[src/rtl/hcih4_pkg.sv]
// Package: shared types for the H4 packet deframer.
`default_nettype none

package hcih4_pkg;

    localparam int ByteW = 8;
    localparam int KindW = 2;

    typedef logic [ByteW-1:0] byte_t;
    typedef logic [KindW-1:0] kind_t;

    // Packet kind codes carried in the result word
    localparam kind_t KIND_CMD = 2'd0;
    localparam kind_t KIND_ACL = 2'd1;
    localparam kind_t KIND_SCO = 2'd2;
    localparam kind_t KIND_ISO = 2'd3;

    typedef struct packed {
        byte_t out_byte;
        kind_t kind;
        logic  first;
        logic  last;
        logic  bad_type;
    } pkt_word_t;

endpackage

`default_nettype wire

[src/rtl/hcih4_if.sv]
// Interfaces: received byte channel, packet word channel and configuration channel.
`default_nettype none

interface hcih4_rx_if;
    import hcih4_pkg::*;

    logic  valid;
    logic  ready;
    byte_t data_byte;

    modport source (output valid, output data_byte, input ready);
    modport sink   (input valid, input data_byte, output ready);
endinterface

interface hcih4_pkt_if;
    import hcih4_pkg::*;

    logic      valid;
    logic      ready;
    pkt_word_t word;

    modport source (output valid, output word, input ready);
    modport sink   (input valid, input word, output ready);
endinterface

interface hcih4_cfg_if;
    logic valid;
    logic ready;
    logic drop_lead_zero;

    modport source (output valid, output drop_lead_zero, input ready);
    modport sink   (input valid, input drop_lead_zero, output ready);
endinterface

`default_nettype wire

[src/rtl/hci_h4_packet_deframer.sv]
// Top level: H4 host-to-controller byte stream deframer.
//
//  channel | dir | payload                                  | notes
//  --------+-----+------------------------------------------+-----------------------------
//  rx      | in  | data_byte[7:0]                           | one stream byte per word
//  pkt     | out | out_byte[7:0], kind[1:0], first, last,   | zero or one word per rx word
//          |     | bad_type                                 |
//  cfg     | in  | drop_lead_zero                           | always ready
//
// One rx word is taken per cycle. The framing state updates on the edge that
// accepts the word; the result lands in the pkt output register on that same edge.
// rx stalls only while that output register holds a word that pkt has not taken.
// Reset returns the framer to idle and clears the halt left by a bad type byte.
`default_nettype none

module hci_h4_packet_deframer (
    input  logic              clk,
    input  logic              rst_n,
    hcih4_rx_if.sink          rx,
    hcih4_pkt_if.source       pkt,
    hcih4_cfg_if.sink         cfg
);
    import hcih4_pkg::*;

    localparam logic [1:0] PH_IDLE    = 2'd0;
    localparam logic [1:0] PH_HEADER  = 2'd1;
    localparam logic [1:0] PH_PAYLOAD = 2'd2;
    localparam logic [1:0] PH_HALT    = 2'd3;

    localparam byte_t TYPE_CMD    = 8'h01;
    localparam byte_t TYPE_ACL    = 8'h02;
    localparam byte_t TYPE_SCO    = 8'h03;
    localparam byte_t TYPE_ISO    = 8'h05;
    localparam byte_t TYPE_NOTIFY = 8'hff;

    logic [1:0]  phase_reg, phase_next;
    kind_t       kind_reg, kind_next;
    logic [2:0]  hdr_cnt_reg, hdr_cnt_next;
    byte_t       len_lo_reg, len_lo_next;
    logic [15:0] remain_reg, remain_next;
    logic        skip_pending_reg, skip_pending_next;
    logic        skip_zero_reg;

    logic        pkt_valid_reg;
    pkt_word_t   word_reg;

    logic        rx_fire;
    logic        emit;
    pkt_word_t   res;
    byte_t       b;
    logic [2:0]  hdr_cnt_inc;
    logic [2:0]  hdr_len;
    logic [15:0] len_full;
    logic [15:0] remain_dec;

    assign cfg.ready = 1'b1;
    assign rx.ready  = pkt.ready || !pkt_valid_reg;
    assign rx_fire   = rx.valid && rx.ready;
    assign b         = rx.data_byte;

    assign pkt.valid = pkt_valid_reg;
    assign pkt.word  = word_reg;

    assign hdr_cnt_inc = hdr_cnt_reg + 3'd1;
    assign hdr_len     = (kind_reg == KIND_ACL || kind_reg == KIND_ISO) ? 3'd4 : 3'd3;
    // length as it stands after this header byte
    assign len_full    = (hdr_cnt_reg == 3'd2) ? {8'h00, b} :
                         (hdr_cnt_reg == 3'd3) ? {b, len_lo_reg} : {8'h00, len_lo_reg};
    assign remain_dec  = (remain_reg != 16'd0) ? remain_reg - 16'd1 : remain_reg;

    always_comb
    begin
        phase_next        = phase_reg;
        kind_next         = kind_reg;
        hdr_cnt_next      = hdr_cnt_reg;
        len_lo_next       = len_lo_reg;
        remain_next       = remain_reg;
        skip_pending_next = skip_pending_reg;
        emit              = 1'b0;
        res.out_byte      = b;
        res.kind          = kind_reg;
        res.first         = 1'b0;
        res.last          = 1'b0;
        res.bad_type      = 1'b0;

        if (rx_fire && phase_reg != PH_HALT)
        begin
            skip_pending_next = 1'b0;
            if (!(skip_pending_reg && skip_zero_reg && b == 8'h00))
            begin
                unique case (phase_reg)
                    PH_IDLE:
                    begin
                        hdr_cnt_next = 3'd0;
                        len_lo_next  = 8'h00;
                        remain_next  = 16'd0;
                        phase_next   = PH_HEADER;
                        emit         = 1'b1;
                        res.first    = 1'b1;
                        unique case (b)
                            TYPE_CMD: kind_next = KIND_CMD;
                            TYPE_ACL: kind_next = KIND_ACL;
                            TYPE_SCO: kind_next = KIND_SCO;
                            TYPE_ISO: kind_next = KIND_ISO;
                            TYPE_NOTIFY:
                            begin
                                // notification byte: dropped, framer stays idle
                                hdr_cnt_next = hdr_cnt_reg;
                                len_lo_next  = len_lo_reg;
                                remain_next  = remain_reg;
                                phase_next   = PH_IDLE;
                                emit         = 1'b0;
                            end
                            default:
                            begin
                                hdr_cnt_next = hdr_cnt_reg;
                                len_lo_next  = len_lo_reg;
                                remain_next  = remain_reg;
                                phase_next   = PH_HALT;
                                res.first    = 1'b0;
                                res.bad_type = 1'b1;
                            end
                        endcase
                        res.kind = res.bad_type ? KIND_CMD : kind_next;
                    end
                    PH_HEADER:
                    begin
                        emit         = 1'b1;
                        hdr_cnt_next = hdr_cnt_inc;
                        len_lo_next  = len_full[7:0];
                        if (hdr_cnt_inc >= hdr_len)
                        begin
                            if (len_full == 16'd0)
                            begin
                                phase_next = PH_IDLE;
                                res.last   = 1'b1;
                            end
                            else
                            begin
                                remain_next = len_full;
                                phase_next  = PH_PAYLOAD;
                            end
                        end
                    end
                    PH_PAYLOAD:
                    begin
                        emit        = 1'b1;
                        remain_next = remain_dec;
                        if (remain_dec == 16'd0)
                        begin
                            phase_next = PH_IDLE;
                            res.last   = 1'b1;
                        end
                    end
                    PH_HALT:
                    begin
                        emit = 1'b0;
                    end
                    default:
                    begin
                        emit = 1'b0;
                    end
                endcase
            end
        end
    end

    always_ff @(posedge clk or negedge rst_n)
    begin
        if (!rst_n)
        begin
            phase_reg        <= PH_IDLE;
            kind_reg         <= KIND_CMD;
            hdr_cnt_reg      <= 3'd0;
            len_lo_reg       <= 8'h00;
            remain_reg       <= 16'd0;
            skip_pending_reg <= 1'b1;
            skip_zero_reg    <= 1'b0;
            pkt_valid_reg    <= 1'b0;
        end
        else
        begin
            phase_reg        <= phase_next;
            kind_reg         <= kind_next;
            hdr_cnt_reg      <= hdr_cnt_next;
            len_lo_reg       <= len_lo_next;
            remain_reg       <= remain_next;
            skip_pending_reg <= skip_pending_next;
            if (cfg.valid && cfg.ready)
            begin
                skip_zero_reg <= cfg.drop_lead_zero;
            end
            if (rx.ready)
            begin
                pkt_valid_reg <= emit;
            end
        end
    end

    always_ff @(posedge clk)
    begin
        if (rx.ready && emit)
        begin
            word_reg <= res;
        end
    end

endmodule

`default_nettype wire
[src/flat_wrapper.sv]
// flat-port wrapper written by rule: the top's interface ports become plain ports
module hci_h4_packet_deframer_flat import hcih4_pkg::*;
  (clk, rst_n, rx_valid, rx_data_byte, rx_ready, pkt_valid, pkt_word, pkt_ready, cfg_valid, cfg_drop_lead_zero, cfg_ready);
  hcih4_rx_if rx_i ();
  hcih4_pkt_if pkt_i ();
  hcih4_cfg_if cfg_i ();
  input  logic clk;
  input  logic rst_n;
  input wire logic [$bits(rx_i.valid)-1:0] rx_valid;
  input wire logic [$bits(rx_i.data_byte)-1:0] rx_data_byte;
  output wire logic [$bits(rx_i.ready)-1:0] rx_ready;
  output wire logic [$bits(pkt_i.valid)-1:0] pkt_valid;
  output wire logic [$bits(pkt_i.word)-1:0] pkt_word;
  input wire logic [$bits(pkt_i.ready)-1:0] pkt_ready;
  input wire logic [$bits(cfg_i.valid)-1:0] cfg_valid;
  input wire logic [$bits(cfg_i.drop_lead_zero)-1:0] cfg_drop_lead_zero;
  output wire logic [$bits(cfg_i.ready)-1:0] cfg_ready;
  assign rx_i.valid = rx_valid;
  assign rx_i.data_byte = rx_data_byte;
  assign rx_ready = rx_i.ready;
  assign pkt_valid = pkt_i.valid;
  assign pkt_word = pkt_i.word;
  assign pkt_i.ready = pkt_ready;
  assign cfg_i.valid = cfg_valid;
  assign cfg_i.drop_lead_zero = cfg_drop_lead_zero;
  assign cfg_ready = cfg_i.ready;
  hci_h4_packet_deframer u_core (.clk(clk), .rst_n(rst_n), .rx(rx_i), .pkt(pkt_i), .cfg(cfg_i));
endmodule
[config.mk]
export PLATFORM = sky130hd
export DESIGN_NAME = hci_h4_packet_deframer_flat
export DESIGN_NICKNAME = d
export VERILOG_FILES = /design/src/rtl/hcih4_pkg.sv /design/src/rtl/hcih4_if.sv /design/src/rtl/hci_h4_packet_deframer.sv /design/src/flat_wrapper.sv
export SDC_FILE = /design/constraint.sdc
export NUM_CORES = 1
export LEC_CHECK = 0
export ABC_AREA = 1
export BUFFER_PORTS_ARGS = -buffer_cell sky130_fd_sc_hd__buf_2
export CAP_MARGIN = 15
export CORE_AREA = 2 2 77 79
export CTS_CLUSTER_DIAMETER = 200
export CTS_CLUSTER_SIZE = 14
export DETAILED_ROUTE_END_ITERATION = 6
export DIE_AREA = 0 0 79 81
export PLACE_DENSITY = 0.78
export SYNTH_ARGS = -nofsm -noshare
export SYNTH_HDL_FRONTEND = slang
export SYNTH_SLANG_ARGS = --single-unit
[constraint.sdc]
create_clock -name clk -period 5.9 [get_ports clk]
set_clock_uncertainty 0.15 [all_clocks]
set_input_delay 0.59 -clock clk [delete_from_list [all_inputs] [get_ports clk]]
set_output_delay 0.59 -clock clk [all_outputs]
set_load 0.02 [all_outputs]
# Yosys cells after proc, flatten, opt, wreduce, memory -nomap -nowiden
# Cells that the tools add are included.
# op_classes
bitwise	3
muxes	36
magnitude_cmp	1
reduce_logical	24
add_sub_neg	2
eq_ne	17
# ops
operator	count
16-bit two-way mux	6
16-bit one-hot mux with 3 select lines	1
16-bit logical NOT	2
8-bit by 2-bit equality test with 1-bit output, second input constant	2
8-bit one-hot mux with 2 select lines	1
16-bit nonzero test	1
16-bit by 1-bit subtractor with 16-bit output, second input constant	1
1-bit two-way mux	12
5-bit two-way mux	2
3-bit two-way mux	3
8-bit by 1-bit equality test with 1-bit output, second input constant	1
8-bit by 3-bit equality test with 1-bit output, second input constant	1
8-bit equality test, second input constant	1
8-bit logical NOT	1
2-bit two-way mux	4
8-bit two-way mux	1
2-bit one-hot mux with 4 select lines	1
2-bit equality test, second input constant	3
3-bit by 2-bit equality test with 1-bit output, second input constant	2
2-bit != test, second input constant	3
2-bit one-hot mux with 3 select lines	1
3-bit one-hot mux with 2 select lines	1
6-bit AND reduction	1
1-bit logical AND	5
20 further kinds	26
# word_totals
word_cells	96
output_inout_bits	16
inputBits	14
ff_bits	47

# Longest topological paths before layout
# depth
word_depth	10
ltp_mapped	15
mapped_depth_nobuf	15

# Least setup slack after synthesis
# Ideal clock, no wire load.
# synth_path
path_kind	register to register
start	register u_core.hdr_cnt_reg[0]
end	register u_core.remain_reg[1]
setup_time_ns	0.119
arrival_time_ns	2.036
t_required_ns	5.631
synth_period_minus_slack_ns	2.305
n_path_buf	1
stages_incl_launch_ff	14
setup_slack_ns	3.595
cell_sequence	dfrtp_1 -> ha_1 -> ha_1 -> inv_1 -> ha_1 -> a21oi_1 -> o211ai_1 -> o21ai_0 -> nor2_1 -> nand2_1 -> inv_2 -> buf_6 -> nand3_2 -> o21ai_2
# synth_via
elab_chain_len	6
elab_cells_between_ends	13
classes_between	1 x add/sub; 1 x order compare; 4 x eq/ne; 5 x mux; 2 x reduce/logical
# synth_lines
item	line_no	rtl
start: declaration	hci_h4_packet_deframer.sv:38	logic [2:0] hdr_cnt_reg, hdr_cnt_next;
start signal: assignment	hci_h4_packet_deframer.sv:185	hdr_cnt_reg <= hdr_cnt_next;
parallel branches: the longest is 6 deep, another holds 3-bit by 1-bit adder with 3-bit output	n/a	
end signal: assignment	hci_h4_packet_deframer.sv:187	remain_reg <= remain_next;
end: declaration	hci_h4_packet_deframer.sv:40	logic [15:0] remain_reg, remain_next;
# Parallel ways; which one is timed is not known. The select of a mux whose other input is x is not followed.
# A chain may end at the register's enable or synchronous reset.

# Worst setup path after layout
# layout_path
start	register u_core.hdr_cnt_reg[0]
end	register u_core.remain_reg[13]
# layout_via
elab_chain_len	6
elab_cells_between_ends	13
classes_between	1 x add/sub; 1 x order compare; 4 x eq/ne; 5 x mux; 2 x reduce/logical
# layout_lines
item
parallel branches: the longest is 6 deep, another holds 3-bit by 1-bit adder with 3-bit output
# Parallel ways; which one is timed is not known. The select of a mux whose other input is x is not followed.

==> impl_metrics.ini <==
[timing]
clock.fmax_mhz = 327
setup_viol = 0
period_share_pct = 51.8
slew_violations = 0
min_period_ns = 3.05
worst_pin_slew_ns = 1.11
relSlewSlack_pct = 25.7
worst_slack_ns = 2.85
hold_viol_final = 0
setup_tns_ns = 0
rsz0062_at_grt = false

[floorplanning]
dieArea_um2 = 6400
num_rows = 28
die_x_um = 79
die_y_um = 81
core_um2 = 5680
io-pin-count = 30
initial_core_util_pct = 56.5

[placement]
preCtsSetupSlack_ns = 2.91
io_buffers = 28
dpl.hpwl_um = 5860
gp_congestion = 0.965
placed_area_um2 = 3350

[clock_network]
cts.sinks = 47
insertion_delay_ns = 0.31
cts_inserted_buffers = 5
clkTransAtPathRegs_ns = 0.10
root_buffer = clkbuf_8
holdBufCountCts = 0
post_cts_buffers = 0
cts_buffer_depth = 2
post_cts_resized = 0
cts_max_level = 2
cts_tree = built

[detailed_routing]
num_vias = 2961
wl_per_cell_um = 14.4
drtIter0Drc = 277
drc = 0
ant_nets = 0
vias_per_cell = 5.63
wirelength_um = 7560
drtPass1Iterations = 5

[synthesis]
syn_avg_cell_area_um2 = 7.46
synthCells = 430
synth_xor_area_share_pct = 0.819
syn_nets = 456
synth-seq-cells = 47
synthMuxAreaShare_pct = 0.351
synth_ff_type = dfrtp_1
synth_area_um2 = 3210
synth_top_family_by_area = simple AND/OR/NAND/NOR gates
yosysSeqAreaShare_pct = 38.7
netlist-cell-type-count = 39
synthArstFlopShare_pct = 72.3
synthSimpleGateAreaFrac_pct = 32.3
synthAdderAreaFrac_pct = 4.68
synth_compound_area_share_pct = 13.8
synth_edf_count = 13
yosys_warnings = 0

[global_routing]
grt.busiest_layer = met2
grt_pass1_vias = 2714
antenna_found_initial = 0
grt_pass1_wl_um = 12700
grt_max_degree = 35
grt.total_usage_pct = 25.5
grtUsageMet1_pct = 33.4
globalRouteMet3Util_pct = 5.78
use_met2_pct = 41.9
overflow = 0

[finish]
regArea_um2 = 1240
multiInputGateArea_um2 = 1670
design_area_um2 = 3460
largest_register_ff_count = 16
diodes = 0
final_nets = 476
drive_gt1_share_pct = 16.6
fillerInstances = 522
area_growth_pct = 7.80

[worst_hold_path]
hold_path_class = in -> async

[worst_setup_path]
cp-start-kind = register
r2r_start = u_core.hdr_cnt_reg[0]$_DFFE_PN0P_
arrival_ns = 3.14
r2r_cells = 12
crit_path_end_kind = register
worstPathRequired_ns = 5.99
r2r_slack_ns = 2.85
crit_path_start = u_core.hdr_cnt_reg[0]$_DFFE_PN0P_
crit_fanout = 25
rr_endpoint = u_core.remain_reg[13]$_DFFE_PN0P_
criticalPathCategory = reg -> reg
cp-endpoint = u_core.remain_reg[13]$_DFFE_PN0P_

[job]
maxCapViolCount = 0

[run_status]
outcome = finished, final reports clean
[per-layer routing]
layer	vias to the layer above	part of all wire (%)
li1	1463	-
met1	1351	42
met2	127	46
met3	20	9.4
met4	0	2.2
met5	-	0
[cell type report]
cell class              count  share of cell area (%)
multi-input cells         315                    48.3
clock inverters             3                    1.27
well taps                  75                    2.71
flip-flops and latches     47                    35.9
inverters                  53                    5.75
clock buffers               5                    1.99
repair buffers             28                    4.05
[kinds of logic (layout without fill, tap and decap cells)]
group                      Yosys count  in the layout
xor gates and xnor gates             3              3
adders and majority gates           12             12
muxes                                1              1
buffers and inverters               68             89
AOI/OAI and AO/OA                   73             73
and+or+nand+nor                    225            225
DFF                                 47             47
other                                1              1
[worst max-delay path, cell delays in order (launching register included)]
cell and delay (ns):
dfrtp_1 0.42, inv_1 0.11, ha_1 0.20, nand2_4 0.17, o21ai_0 0.52, nor2_1 0.11
nand2_1 0.14, nor2_1 0.08, nand3_1 0.07, nand2_1 0.23, inv_2 0.50, nand3_1 0.17
o21ai_2 0.09
[cells in the mapped netlist (11+ instances only)]
master	number	area share [%]
o21ai_0	20	3.1
o22ai_1	15	2.9
ha_1	12	4.7
inv_1	48	5.6
dfrtp_1	33	26
nand3_1	34	5.3
o21ai_2	11	3.0
o21ai_1	16	2.5
edfxtp_1	13	12
nand2_1	109	13
nor2_1	47	5.5
[metrics by stage]
step	hold WS [ns]	std cells	util (%)
final	0.203	526	61.0
after global placement	0.282	518	59.0
after detailed placement	0.301	518	59.0
after floorplan	0.144	430	-
after CTS	0.231	526	61.0
after global routing	0.261	526	61.0
[layout by cell type (no fill, tap or decap), drive strengths merged, types with 2 or more instances in the layout]
| cell type | instances |
|---|---|
| nand2 | 112 |
| inv | 53 |
| nor2 | 53 |
| o21ai | 47 |
| nand3 | 43 |
| dfrtp | 33 |
| buf | 28 |
| o22ai | 15 |
| edfxtp | 13 |
| ha | 12 |
| nand4 | 9 |
| a21oi | 5 |
| clkbuf | 5 |
| xor2 | 3 |
| nand3b | 3 |
| o211ai | 2 |
| nor3 | 2 |
| clkinv | 2 |
[worst min path at each step]
stage	start	to	slack, ns	cells after the start
after floorplan	rst_n	u_core.hdr_cnt_reg[0]$_DFFE_PN0P_	0.14	0
after detailed placement	u_core.skip_pending_reg$_DFFE_PN1P_	u_core.skip_pending_reg$_DFFE_PN1P_	0.30	2
after global routing	rst_n	u_core.len_lo_reg[0]$_DFFE_PN0P_	0.26	1
after global placement	u_core.skip_pending_reg$_DFFE_PN1P_	u_core.skip_pending_reg$_DFFE_PN1P_	0.28	2
after CTS	rst_n	u_core.hdr_cnt_reg[2]$_DFFE_PN0P_	0.23	1
final	rst_n	u_core.len_lo_reg[0]$_DFFE_PN0P_	0.20	1
Power is left out: the tool's default activity adds up to more than one toggle a clock period on the data nets, which glitch-free logic cannot reach.
